File: config.mk
export PLATFORM = sky130hd
export DESIGN_NAME = freefall_descent_alarm_flat
export DESIGN_NICKNAME = d
export VERILOG_FILES = /design/src/fda_pkg.sv /design/src/fda_req_if.sv /design/src/fda_rsp_if.sv /design/src/freefall_descent_alarm.sv /design/src/flat_wrapper.sv
export SDC_FILE = /design/constraint.sdc
export NUM_CORES = 2
export LEC_CHECK = 0
export ABC_AREA = 0
export BUFFER_PORTS_ARGS = -buffer_cell sky130_fd_sc_hd__buf_2
export CORE_MARGIN = 2
export CORE_UTILIZATION = 50
export CTS_BUF_LIST = sky130_fd_sc_hd__clkbuf_8
export CTS_CLUSTER_SIZE = 8
export DETAILED_ROUTE_END_ITERATION = 10
export GPL_TIMING_DRIVEN = 0
export PLACE_DENSITY = 0.66
export RECOVER_POWER = 100
export SLEW_MARGIN = 40
export SYNTH_ARGS = -nofsm -noshare
export SYNTH_HDL_FRONTEND = slang
export SYNTH_SLANG_ARGS = --single-unit
File: constraint.sdc
create_clock -name clk -period 10.5 [get_ports clk]
set_input_delay 0.525 -clock clk [delete_from_list [all_inputs] [get_ports clk]]
set_output_delay 0.525 -clock clk [all_outputs]
set_load 0.005 [all_outputs]
File: src/fda_pkg.sv
`timescale 1ns / 1ps

package fda_pkg;

	typedef enum logic [1:0] {
		OP_ARM   = 2'd0,
		OP_ACCEL = 2'd1,
		OP_ALT   = 2'd2
	} op_t;

	typedef enum logic [1:0] {
		CAUSE_NONE    = 2'd0,
		CAUSE_LOW_G   = 2'd1,
		CAUSE_DESCENT = 2'd2
	} cause_t;

	typedef enum logic [1:0] {
		CFG_LOW_G_THR_SQ = 2'd0,
		CFG_LOW_G_HOLD   = 2'd1,
		CFG_DESCENT_THR  = 2'd2,
		CFG_DESCENT_WIN  = 2'd3
	} cfg_idx_t;

	localparam int CFG_DATA_W = 32;
	localparam int CFG_IDX_W  = 2;

	localparam logic [31:0] RST_LOW_G_THR_SQ = 32'd67108864;
	localparam logic [15:0] RST_LOW_G_HOLD   = 16'd1000;
	localparam logic [16:0] RST_DESCENT_THR  = 17'd1000;
	localparam logic [15:0] RST_DESCENT_WIN  = 16'd1000;

	// arm stamps ring entries this far in the past so none is timely
	localparam logic [31:0] STALE_OFFSET = 32'h8000_0000;
	localparam logic signed [32:0] DROP_SAT = 33'sh0_7FFF_FFFF;

endpackage

File: src/fda_req_if.sv
`timescale 1ns / 1ps

interface fda_req_if;
	logic               valid;
	logic               ready;
	logic [1:0]         operation;
	logic [31:0]        now_ms;
	logic signed [15:0] accel_x;
	logic signed [15:0] accel_y;
	logic signed [15:0] accel_z;
	logic signed [31:0] altitude_cm;

	modport source (
		output valid, operation, now_ms, accel_x, accel_y, accel_z, altitude_cm,
		input  ready
	);
	modport sink (
		input  valid, operation, now_ms, accel_x, accel_y, accel_z, altitude_cm,
		output ready
	);
endinterface

File: src/fda_rsp_if.sv
`timescale 1ns / 1ps

interface fda_rsp_if;
	logic               valid;
	logic               ready;
	logic               alarm;
	logic [1:0]         alarm_cause;
	logic               low_g_active;
	logic               is_armed;
	logic signed [31:0] drop_cm;

	modport source (
		output valid, alarm, alarm_cause, low_g_active, is_armed, drop_cm,
		input  ready
	);
	modport sink (
		input  valid, alarm, alarm_cause, low_g_active, is_armed, drop_cm,
		output ready
	);
endinterface

File: src/freefall_descent_alarm.sv
`timescale 1ns / 1ps

// channel | dir | handshake     | payload
// req     | in  | valid / ready | operation, now_ms, accel_x/y/z, altitude_cm
// rsp     | out | valid / ready | alarm, alarm_cause, low_g_active, is_armed, drop_cm
// cfg     | in  | cfg_we        | cfg_index, cfg_data
//
// One request at a time. Altitude: a walk through the ring memory, one read per
// cycle. Arm: one ring write per cycle. Accelerometer: through one shared
// squarer. Other requests go straight to the emit state. Reset clears the control
// state; the ring is written by arm before it is read. A stalled rsp holds its
// result while the next request is taken and worked on; that one then waits to
// be emitted.

module freefall_descent_alarm #(
	parameter int RING_DEPTH = 16
) (
	input  logic                             clk,
	input  logic                             arst_n,
	input  logic                             cfg_we,
	input  logic [fda_pkg::CFG_IDX_W-1:0]    cfg_index,
	input  logic [fda_pkg::CFG_DATA_W-1:0]   cfg_data,
	fda_req_if.sink                          req,
	fda_rsp_if.source                        rsp
);

	localparam int ADDR_W = $clog2(RING_DEPTH);
	localparam int CNT_W  = $clog2(RING_DEPTH + 1);
	localparam logic [ADDR_W-1:0] LAST_SLOT = ADDR_W'(RING_DEPTH - 1);
	localparam logic [CNT_W-1:0]  WALK_END  = CNT_W'(RING_DEPTH);

	typedef enum logic [2:0] {
		S_IDLE,
		S_ARM,
		S_SQ,
		S_SUM,
		S_WALK,
		S_EMIT
	} state_t;

	// configuration
	logic [31:0] low_g_thr_sq_q;
	logic [15:0] low_g_hold_q;
	logic [16:0] descent_thr_q;
	logic [15:0] descent_win_q;

	always_ff @(posedge clk or negedge arst_n) begin
		if (!arst_n) begin
			low_g_thr_sq_q <= fda_pkg::RST_LOW_G_THR_SQ;
			low_g_hold_q   <= fda_pkg::RST_LOW_G_HOLD;
			descent_thr_q  <= fda_pkg::RST_DESCENT_THR;
			descent_win_q  <= fda_pkg::RST_DESCENT_WIN;
		end else if (cfg_we) begin
			unique case (cfg_index)
				fda_pkg::CFG_LOW_G_THR_SQ: low_g_thr_sq_q <= cfg_data;
				fda_pkg::CFG_LOW_G_HOLD:   low_g_hold_q   <= cfg_data[15:0];
				fda_pkg::CFG_DESCENT_THR:  descent_thr_q  <= cfg_data[16:0];
				fda_pkg::CFG_DESCENT_WIN:  descent_win_q  <= cfg_data[15:0];
				default: ;
			endcase
		end
	end

	// state
	state_t              state_q;
	logic                armed_q;
	logic                alarm_q;
	logic [1:0]          cause_q;
	logic                low_g_seen_q;
	logic [31:0]         low_g_start_q;
	logic [ADDR_W-1:0]   slot_q;
	logic signed [31:0]  drop_q;

	// request payload and working registers
	logic [31:0]         now_q;
	logic signed [31:0]  alt_q;
	logic signed [15:0]  ax_q, ay_q, az_q;
	logic [1:0]          sq_idx_q;
	logic [31:0]         prod_s1;
	logic [31:0]         acc_q;
	logic [ADDR_W-1:0]   arm_idx_q;
	logic [ADDR_W-1:0]   rd_addr_q;
	logic [CNT_W-1:0]    issue_k_q;
	logic                rd_pend_s1;
	logic signed [32:0]  best_q;

	// result register
	logic                rsp_valid_q;
	logic                rsp_alarm_q;
	logic [1:0]          rsp_cause_q;
	logic                rsp_low_g_q;
	logic                rsp_armed_q;
	logic signed [31:0]  rsp_drop_q;

	// ring memory: {stamp, altitude}
	logic [63:0]       ring_mem [RING_DEPTH];
	logic              mem_we;
	logic [ADDR_W-1:0] mem_waddr;
	logic [63:0]       mem_wdata;
	logic [63:0]       mem_rdata_s1;

	logic accept;
	logic active;

	assign req.ready = (state_q == S_IDLE);
	assign accept    = req.valid && req.ready;
	assign active    = armed_q && !alarm_q;

	always_comb begin
		mem_we    = 1'b0;
		mem_waddr = slot_q;
		mem_wdata = {req.now_ms, req.altitude_cm};
		if (state_q == S_ARM) begin
			mem_we    = 1'b1;
			mem_waddr = arm_idx_q;
			mem_wdata = {now_q - fda_pkg::STALE_OFFSET, alt_q};
		end else if (accept && req.operation == fda_pkg::OP_ALT && active) begin
			mem_we = 1'b1;
		end
	end

	always_ff @(posedge clk) begin
		if (mem_we) begin
			ring_mem[mem_waddr] <= mem_wdata;
		end
		mem_rdata_s1 <= ring_mem[rd_addr_q];
	end

	// squaring, one axis per cycle
	logic signed [15:0] sq_operand;
	logic signed [31:0] sq_prod;
	logic [31:0]        mag_sq;
	logic [31:0]        low_g_age;

	always_comb begin
		unique case (sq_idx_q)
			2'd0:    sq_operand = ax_q;
			2'd1:    sq_operand = ay_q;
			default: sq_operand = az_q;
		endcase
	end

	assign sq_prod   = sq_operand * sq_operand;
	assign mag_sq    = acc_q + prod_s1;
	assign low_g_age = now_q - low_g_start_q;

	// walk evaluation of the entry read in the previous cycle
	logic [31:0]        entry_age;
	logic               timely;
	logic signed [32:0] drop;
	logic               hit;
	logic signed [32:0] best_n;
	logic               stop;
	logic               walk_done;
	logic [31:0]        drop_sat;

	assign entry_age = now_q - mem_rdata_s1[63:32];
	assign timely    = entry_age < {16'b0, descent_win_q};
	assign drop      = {mem_rdata_s1[31], mem_rdata_s1[31:0]} - {alt_q[31], alt_q};
	assign hit       = rd_pend_s1 && timely && (drop >= $signed({16'b0, descent_thr_q}));
	assign best_n    = (rd_pend_s1 && timely && drop > best_q) ? drop : best_q;
	assign stop      = rd_pend_s1 && (!timely || hit);
	assign walk_done = stop || (rd_pend_s1 && issue_k_q == WALK_END);
	assign drop_sat  = (best_n > fda_pkg::DROP_SAT) ? fda_pkg::DROP_SAT[31:0] : best_n[31:0];

	always_ff @(posedge clk or negedge arst_n) begin
		if (!arst_n) begin
			state_q       <= S_IDLE;
			armed_q       <= 1'b0;
			alarm_q       <= 1'b0;
			cause_q       <= fda_pkg::CAUSE_NONE;
			low_g_seen_q  <= 1'b0;
			low_g_start_q <= '0;
			slot_q        <= '0;
			drop_q        <= '0;
			now_q         <= '0;
			alt_q         <= '0;
			ax_q          <= '0;
			ay_q          <= '0;
			az_q          <= '0;
			sq_idx_q      <= '0;
			prod_s1       <= '0;
			acc_q         <= '0;
			arm_idx_q     <= '0;
			rd_addr_q     <= '0;
			issue_k_q     <= '0;
			rd_pend_s1    <= 1'b0;
			best_q        <= '0;
			rsp_valid_q   <= 1'b0;
			rsp_alarm_q   <= 1'b0;
			rsp_cause_q   <= fda_pkg::CAUSE_NONE;
			rsp_low_g_q   <= 1'b0;
			rsp_armed_q   <= 1'b0;
			rsp_drop_q    <= '0;
		end else begin
			if (rsp.ready && state_q != S_EMIT) begin
				rsp_valid_q <= 1'b0;
			end
			unique case (state_q)
				S_IDLE: begin
					if (accept) begin
						now_q <= req.now_ms;
						alt_q <= req.altitude_cm;
						ax_q  <= req.accel_x;
						ay_q  <= req.accel_y;
						az_q  <= req.accel_z;
						unique case (req.operation)
							fda_pkg::OP_ARM: begin
								state_q      <= S_ARM;
								arm_idx_q    <= '0;
								slot_q       <= '0;
								armed_q      <= 1'b1;
								alarm_q      <= 1'b0;
								cause_q      <= fda_pkg::CAUSE_NONE;
								low_g_seen_q <= 1'b0;
								drop_q       <= '0;
							end
							fda_pkg::OP_ACCEL: begin
								if (active) begin
									state_q  <= S_SQ;
									sq_idx_q <= '0;
									prod_s1  <= '0;
									acc_q    <= '0;
								end else begin
									state_q <= S_EMIT;
								end
							end
							fda_pkg::OP_ALT: begin
								if (active) begin
									state_q    <= S_WALK;
									rd_addr_q  <= (slot_q == '0) ? LAST_SLOT : slot_q - 1'b1;
									issue_k_q  <= CNT_W'(1);
									rd_pend_s1 <= 1'b0;
									best_q     <= '0;
								end else begin
									state_q <= S_EMIT;
								end
							end
							default: state_q <= S_EMIT;
						endcase
					end
				end
				S_ARM: begin
					if (arm_idx_q == LAST_SLOT) begin
						state_q <= S_EMIT;
					end else begin
						arm_idx_q <= arm_idx_q + 1'b1;
					end
				end
				S_SQ: begin
					prod_s1 <= sq_prod;
					acc_q   <= acc_q + prod_s1;
					if (sq_idx_q == 2'd2) begin
						state_q <= S_SUM;
					end else begin
						sq_idx_q <= sq_idx_q + 1'b1;
					end
				end
				S_SUM: begin
					if (mag_sq < low_g_thr_sq_q) begin
						if (low_g_seen_q) begin
							if (low_g_age > {16'b0, low_g_hold_q}) begin
								alarm_q <= 1'b1;
								cause_q <= fda_pkg::CAUSE_LOW_G;
							end
						end else begin
							low_g_seen_q  <= 1'b1;
							low_g_start_q <= now_q;
						end
					end else begin
						low_g_seen_q <= 1'b0;
					end
					state_q <= S_EMIT;
				end
				S_WALK: begin
					best_q <= best_n;
					if (hit) begin
						alarm_q <= 1'b1;
						cause_q <= fda_pkg::CAUSE_DESCENT;
					end
					if (walk_done) begin
						rd_pend_s1 <= 1'b0;
						drop_q     <= drop_sat;
						slot_q     <= (slot_q == LAST_SLOT) ? '0 : slot_q + 1'b1;
						state_q    <= S_EMIT;
					end else begin
						// the read of rd_addr_q goes out this cycle
						rd_pend_s1 <= 1'b1;
						rd_addr_q  <= (rd_addr_q == '0) ? LAST_SLOT : rd_addr_q - 1'b1;
						issue_k_q  <= issue_k_q + 1'b1;
					end
				end
				S_EMIT: begin
					if (!rsp_valid_q || rsp.ready) begin
						rsp_valid_q <= 1'b1;
						rsp_alarm_q <= alarm_q;
						rsp_cause_q <= cause_q;
						rsp_low_g_q <= low_g_seen_q;
						rsp_armed_q <= armed_q;
						rsp_drop_q  <= drop_q;
						state_q     <= S_IDLE;
					end
				end
				default: state_q <= S_IDLE;
			endcase
		end
	end

	assign rsp.valid        = rsp_valid_q;
	assign rsp.alarm        = rsp_alarm_q;
	assign rsp.alarm_cause  = rsp_cause_q;
	assign rsp.low_g_active = rsp_low_g_q;
	assign rsp.is_armed     = rsp_armed_q;
	assign rsp.drop_cm      = rsp_drop_q;

	a_one_in_flight: assert property (@(posedge clk) disable iff (!arst_n)
		accept |=> !req.ready)
		else $error("request taken while another is in work");

	a_cause_matches_alarm: assert property (@(posedge clk) disable iff (!arst_n)
		rsp_valid_q |-> (rsp_alarm_q == (rsp_cause_q != fda_pkg::CAUSE_NONE)))
		else $error("alarm flag and cause disagree");

	a_alarm_latched: assert property (@(posedge clk) disable iff (!arst_n)
		(alarm_q && !(accept && req.operation == fda_pkg::OP_ARM)) |=> alarm_q)
		else $error("alarm dropped without arm");

	a_drop_nonneg: assert property (@(posedge clk) disable iff (!arst_n)
		rsp_valid_q |-> !rsp_drop_q[31])
		else $error("negative drop reported");

endmodule

File: src/flat_wrapper.sv
// flat-port wrapper written by rule: the top's interface ports become plain ports
module freefall_descent_alarm_flat 
#(
	parameter int RING_DEPTH = 16
)
  (clk, arst_n, cfg_we, cfg_index, cfg_data, req_valid, req_operation, req_now_ms, req_accel_x, req_accel_y, req_accel_z, req_altitude_cm, req_ready, rsp_valid, rsp_alarm, rsp_alarm_cause, rsp_low_g_active, rsp_is_armed, rsp_drop_cm, rsp_ready);
  fda_req_if req_i ();
  fda_rsp_if rsp_i ();
  input  logic clk;
  input  logic arst_n;
  input  logic cfg_we;
  input  logic [fda_pkg::CFG_IDX_W-1:0] cfg_index;
  input  logic [fda_pkg::CFG_DATA_W-1:0] cfg_data;
  input wire logic [$bits(req_i.valid)-1:0] req_valid;
  input wire logic [$bits(req_i.operation)-1:0] req_operation;
  input wire logic [$bits(req_i.now_ms)-1:0] req_now_ms;
  input wire logic [$bits(req_i.accel_x)-1:0] req_accel_x;
  input wire logic [$bits(req_i.accel_y)-1:0] req_accel_y;
  input wire logic [$bits(req_i.accel_z)-1:0] req_accel_z;
  input wire logic [$bits(req_i.altitude_cm)-1:0] req_altitude_cm;
  output wire logic [$bits(req_i.ready)-1:0] req_ready;
  output wire logic [$bits(rsp_i.valid)-1:0] rsp_valid;
  output wire logic [$bits(rsp_i.alarm)-1:0] rsp_alarm;
  output wire logic [$bits(rsp_i.alarm_cause)-1:0] rsp_alarm_cause;
  output wire logic [$bits(rsp_i.low_g_active)-1:0] rsp_low_g_active;
  output wire logic [$bits(rsp_i.is_armed)-1:0] rsp_is_armed;
  output wire logic [$bits(rsp_i.drop_cm)-1:0] rsp_drop_cm;
  input wire logic [$bits(rsp_i.ready)-1:0] rsp_ready;
  assign req_i.valid = req_valid;
  assign req_i.operation = req_operation;
  assign req_i.now_ms = req_now_ms;
  assign req_i.accel_x = req_accel_x;
  assign req_i.accel_y = req_accel_y;
  assign req_i.accel_z = req_accel_z;
  assign req_i.altitude_cm = req_altitude_cm;
  assign req_ready = req_i.ready;
  assign rsp_valid = rsp_i.valid;
  assign rsp_alarm = rsp_i.alarm;
  assign rsp_alarm_cause = rsp_i.alarm_cause;
  assign rsp_low_g_active = rsp_i.low_g_active;
  assign rsp_is_armed = rsp_i.is_armed;
  assign rsp_drop_cm = rsp_i.drop_cm;
  assign rsp_i.ready = rsp_ready;
  freefall_descent_alarm #(.RING_DEPTH(RING_DEPTH)) u_core (.clk(clk), .arst_n(arst_n), .cfg_we(cfg_we), .cfg_index(cfg_index), .cfg_data(cfg_data), .req(req_i), .rsp(rsp_i));
endmodule
=== Word level (Yosys, flattened, before mapping) ===
Memory sizes are Yosys's and may differ from the RTL's. A register that Yosys moved wholly into a read port is not among the register bits.
Index checks and enable logic that the tools add are counted.

* Memories kept: 1
* Memory bits (writable): 1024
* Word-level logic and storage cells: 206
* Register bits: 420
* Bits of input ports: 153
* Output and inout port bits: 39

* Eq/ne operators: 32
* $mul: 1
* Bitwise operators: 1
* Mux-type cells: 79
* Add/sub/neg operators: 11
* Order comparisons: 6
* Reductions and logical operators: 44

{| class="wikitable"
|+ Memories
! name !! words !! width !! read ports !! clocked after memory_dff !! wr ports !! RTL line !! source
|-
| u_core.ring_mem || 16 || 64 || 1 || 1 || 1 || freefall_descent_alarm.sv:96 || <nowiki>logic [63:0] ring_mem [RING_DEPTH];</nowiki>
|}

{| class="wikitable"
|+ Operator list
! operator !! count
|-
| 32-bit two-way mux || 7
|-
| 32-bit one-hot mux with 2 select lines || 3
|-
| 33-bit two-way mux || 4
|-
| 33-bit one-hot mux with 2 select lines || 1
|-
| 64-bit two-way mux || 1
|-
| 32-bit subtractor || 2
|-
| 4-bit two-way mux || 12
|-
| 33-bit by 18-bit greater-or-equal comparator with 1-bit output || 1
|-
| 33-bit by 32-bit greater-than comparator with 1-bit output, second input constant || 1
|-
| 33-bit greater-than comparator || 1
|-
| 32-bit by 32-bit subtractor with 33-bit output || 1
|-
| 32-bit adder || 1
|-
| 32-bit by 16-bit greater-than comparator with 1-bit output || 1
|-
| 32-bit by 16-bit less-than comparator with 1-bit output || 1
|-
| 32-bit less-than comparator || 1
|-
| 16-bit by 16-bit multiplier with 32-bit output || 1
|-
| 16-bit one-hot mux with 2 select lines || 1
|-
| 32-bit subtractor, second input constant || 1
|-
| 4-bit one-hot mux with 2 select lines || 3
|-
| 2-bit two-way mux || 10
|-
| 5-bit two-way mux || 4
|-
| 1-bit two-way mux || 19
|-
| 3-bit two-way mux || 6
|-
| 2-bit != test, second input constant || 9
|-
| other kinds (34) || 82
|}

=== Longest topological paths before layout ===
* Word-level depth: 9
* Mapped depth: 34
* Depth with buffers taken out: 32

=== Worst setup path before layout ===
No wires, ideal clock.

* Kind: reg2reg
* Start point: register u_core.sq_idx_q[0]
* End point: register u_core.prod_s1[22]
* Cell stages (with the launch flop): 32
* Setup time: 0.122 ns
* Clock period less this slack: 7.670 ns
* Setup slack: 2.830 ns
* Path buffers: 3
* Required time: 10.378 ns
* Data arrival time: 7.548 ns
* Path through: dfrtp_1 > inv_1 > ha_1 > clkbuf_1 > nor2_1 > clkbuf_1 > a21o_1 > clkbuf_1 > nand2_1 > fa_1 > inv_1 > fa_1 > inv_1 > fa_1 > inv_1 > fa_1 > inv_1 > fa_1 > inv_1 > fa_1 > ha_1 > a21oi_1 > nor2b_1 > nand2_1 > nand2_1 > a21oi_1 > o21a_1 > or2_2 > a31o_2 > a21o_1 > a211o_1 > a32o_1

* Word-level cells in the longest chain between the ends: 4
* Elaborated cells between the ends (all ways): 5
* Classes of those cells: 1 x mul; 1 x eq/ne; 2 x mux; 1 x reduce/logical

{| class="wikitable"
|+ Ends and longest elaborated chain
! what !! RTL line !! source
|-
| start, declared || freefall_descent_alarm.sv:78 || <nowiki>logic [1:0] sq_idx_q;</nowiki>
|-
| start signal, assigned || freefall_descent_alarm.sv:256 || <nowiki>sq_idx_q <= sq_idx_q + 1'b1;</nowiki>
|-
| 2-bit by 1-bit equality test with 1-bit output / 2-bit zero test (equally long branches) || freefall_descent_alarm.sv:136 || <nowiki>unique case (sq_idx_q)</nowiki>
|-
| 16-bit one-hot mux with 2 select lines * || freefall_descent_alarm.sv:136 ||
|-
| 16-bit by 16-bit multiplier with 32-bit output * || freefall_descent_alarm.sv:143 || <nowiki>assign sq_prod = sq_operand * sq_operand;</nowiki>
|-
| 32-bit one-hot mux with 2 select lines * || freefall_descent_alarm.sv:199 || <nowiki>unique case (state_q)</nowiki>
|-
| end signal, assigned || freefall_descent_alarm.sv:251 || <nowiki>prod_s1 <= sq_prod;</nowiki>
|-
| end, declared || freefall_descent_alarm.sv:79 || <nowiki>logic [31:0] prod_s1;</nowiki>
|}

Mark *: on every way between the ends. The rest lies on a longest branch, timed or not.
A chain may end at the register's enable or synchronous reset.

=== Final worst setup path ===
* Start point: register u_core.sq_idx_q[0]
* End point: register u_core.prod_s1[30]

The elaborated chain is that of the path after synthesis.

==> impl_results.md <==
- Outcome: complete, but fails checks
- Failing checks: capacitance limit, slew limit
- Slew of the pin with the lowest slew margin: 3.84 ns
- Clk sinks: 1,507
- Ys flop type: edfxtp_1
- Setup CP Type: reg -> reg
- Fillers: 12,300
- Clock Latency Late Sink: 0.98 ns
- Ports: 192
- Most flops, register: u_core.ring_mem
- Share of cells above drive strength 1: 0.146
- Clk_skew: 0.0623 ns
- Per-cell routed wire length: 24.0 um
- WP data required: 11.33 ns
- Nets: 7,324
- Multi-input gate area: 30,800 um2
- FF/Latch Area: 42,500 um2
- Yosys cell types: 98
- GR Util All Layers: 0.271
- Synth Instances: 5,919
- Vias in the first global route: 51,200
- Post-synthesis area per instance: 12.9 um2
- Most frequent cell on the critical path: inv_1
- Via density: 5.78
- Clock root cell: clkbuf_8
- Final worst path period share: 0.919
- Crit. End Element: flop
- Worst-path maximum fanout: 10
- Synth Register Bits: 1,507
- Die Wd: 395 um
- Drt first-iter violations: 5,308
- Drt pass-1 iters: 6
- Routed vias: 51,100
- H-tree level count: 4
- DP Area: 82,300 um2
- Largest net degree at the start of global routing: 76
- Post-Syn Area: 76,500 um2
- Die area: 156,000 um2
- Final ANT Viol Nets: 0
- Min Tclk post-route: 9.65 ns
- Async SR Flop Fraction: 0.278
- Max FFs per register: 1,024
- First-pass GRT wire length: 318 mm
- Slew HR: -1.56
- RD Place Congestion: 0.913
- Ys Warns: 0
- Crit path arrival time: 10.48 ns
- Number of synthesized flops with an enable pin: 1,024
- Critical Path Source: u_core.sq_idx_q[0]
- Routed WL: 213 mm
- Fin area: 86,700 um2
- Setup violations, final: 0
- Starting Density: 0.503
- Max Slew Vio Count: 698
- Worst Setup Start Kind: flop
- Worst-path clk slew: 0.06 ns
- Cell Rows: 143
- Final count of hold timing violations: 0
- Top Registers: u_core.ring_mem (1024), u_core.mem_rdata_s1 (64), u_core.best_q (33)
- Die H: 395 um
- Most frequent cells in the layout: 1,024 x edfxtp_1, 721 x inv_1, 457 x nand2_1
- TritonCTS buffer count: 238
- DPL Wire Length: 154 mm
- Maxcap violations: 35
- Drt drc: 0
- Number of I/O port buffers: 191
- Worst min path class: in -> reg
- Initial antenna violation count: 10
- Fmax: 0.104 GHz
- Syn Nets: 6,645
- CP peak stage delay: 0.61 ns
- Sequential area share after synthesis: 0.556
- Hold path start: req_valid
- Buffer depth of the longest clock path: 3
- Commonest non-fill, non-tap cell in the layout: edfxtp_1
- Synth-to-layout area growth: 13.5%
- Setup Fix Bufs, Post-CTS: 0
- Area of the core: 152,000 um2
- RR Startpoint: u_core.sq_idx_q[0]
- RSZ-0062 raised after global routing: no
- CTS tree: done
- GR Overflow Total: 0
- Critical path's slowest cell: nor2_1
==> metal layers <==
layer | wire [um] | global-route usage | vias up
li1 | - | - | 22900
met3 | 17700 | 0.0477 | 432
met1 | 87300 | 0.373 | 25600
met5 | 23 | 0 | -
met2 | 99900 | 0.434 | 2211
met4 | 7680 | 0.0967 | 4
==> cell families (layout without fill, tap and decap cells) <==
kind of cell,count (synthesis),after routing,share of synthesized area
flops,1507,1507,0.556
compound gates,1181,1181,0.0998
simple gates,1061,1061,0.0623
buf+inv,842,1728,0.0417
mux,633,633,0.108
fa+ha+maj,573,573,0.117
xor+xnor,122,122,0.0140
other cells,0,9,0
==> worst paths after layout <==
| kind | endpoint | slack [ns] | depth (start not counted) |
|---|---|---|---|
| worst max-delay path | u_core.prod_s1[30] | 0.85 | 33 |
| worst min-delay path | u_core.sq_idx_q[1] | 0.11 | 5 |
| worst max register to register | u_core.prod_s1[30] | 0.85 | 33 |
| worst min register to register | u_core.low_g_start_q[0] | 0.49 | 2 |
| max in group asynchronous | u_core.az_q[6] | 2.38 | 6 |
| min in group asynchronous | u_core.rsp.drop_cm[22] | 1.69 | 3 |
==> final cells by class <==
type | instances | area share
sequential | 1507 | 0.490
multi-input combinational | 3570 | 0.355
clock buffer | 277 | 0.0440
timing repair buffer | 439 | 0.0329
tap | 2030 | 0.0293
inverter | 603 | 0.0261
clock inverter | 170 | 0.0112
buffer | 239 | 0.0111
antenna | 9 | 0.000260
==> worst max-delay path: cells and delay by family, from the launching register on <==
kind / cells / cell delay (ns)
fa+ha+maj: 8 / 3.66
simple gates: 6 / 1.89
buf+inv: 10 / 1.78
compound gates: 8 / 1.60
flops: 1 / 0.38
xor+xnor: 1 / 0.16
==> Yosys cell counts (all sizes together), types with 69 or more instances <==
library cell / instances / area share
a21o: 88 / 0.0086
o21ai: 387 / 0.025
mux4: 128 / 0.038
inv: 597 / 0.029
nand2: 457 / 0.022
clkbuf: 199 / 0.0098
a221oi: 69 / 0.0080
a22o: 86 / 0.0099
xnor2: 83 / 0.0095
ha: 332 / 0.054
mux2i: 236 / 0.031
dfrtp: 400 / 0.13
a21oi: 247 / 0.016
fa: 241 / 0.063
mux2: 269 / 0.040
nor2: 288 / 0.014
edfxtp: 1024 / 0.40
==> through the flow <==
stage | hold slack, ns | setup TNS (ns) | instances | worst slack, ns | utilization
finish | 0.110 | 0 | 8844 | 0.849 | 0.571
global route | 0.0885 | 0 | 8839 | 0.372 | 0.571
CTS | 0.0292 | 0 | 8834 | 0.993 | 0.583
detailed placement | 0.479 | 0 | 8238 | 1.07 | 0.542
global placement | 0.468 | -9.98 | 8140 | -0.108 | 0.526
floorplan | 0.229 | 0 | 5919 | 2.83 | -
==> timing repair <==
action                     in CTS  in global routing
setup endpoints to repair       0                  0
hold endpoints to repair      422                  0
hold buffers                  149                  0
resized for setup               0                  0
Power is left out: the tool's default activity adds up to more than one toggle a clock period on the data nets, which glitch-free logic cannot reach.
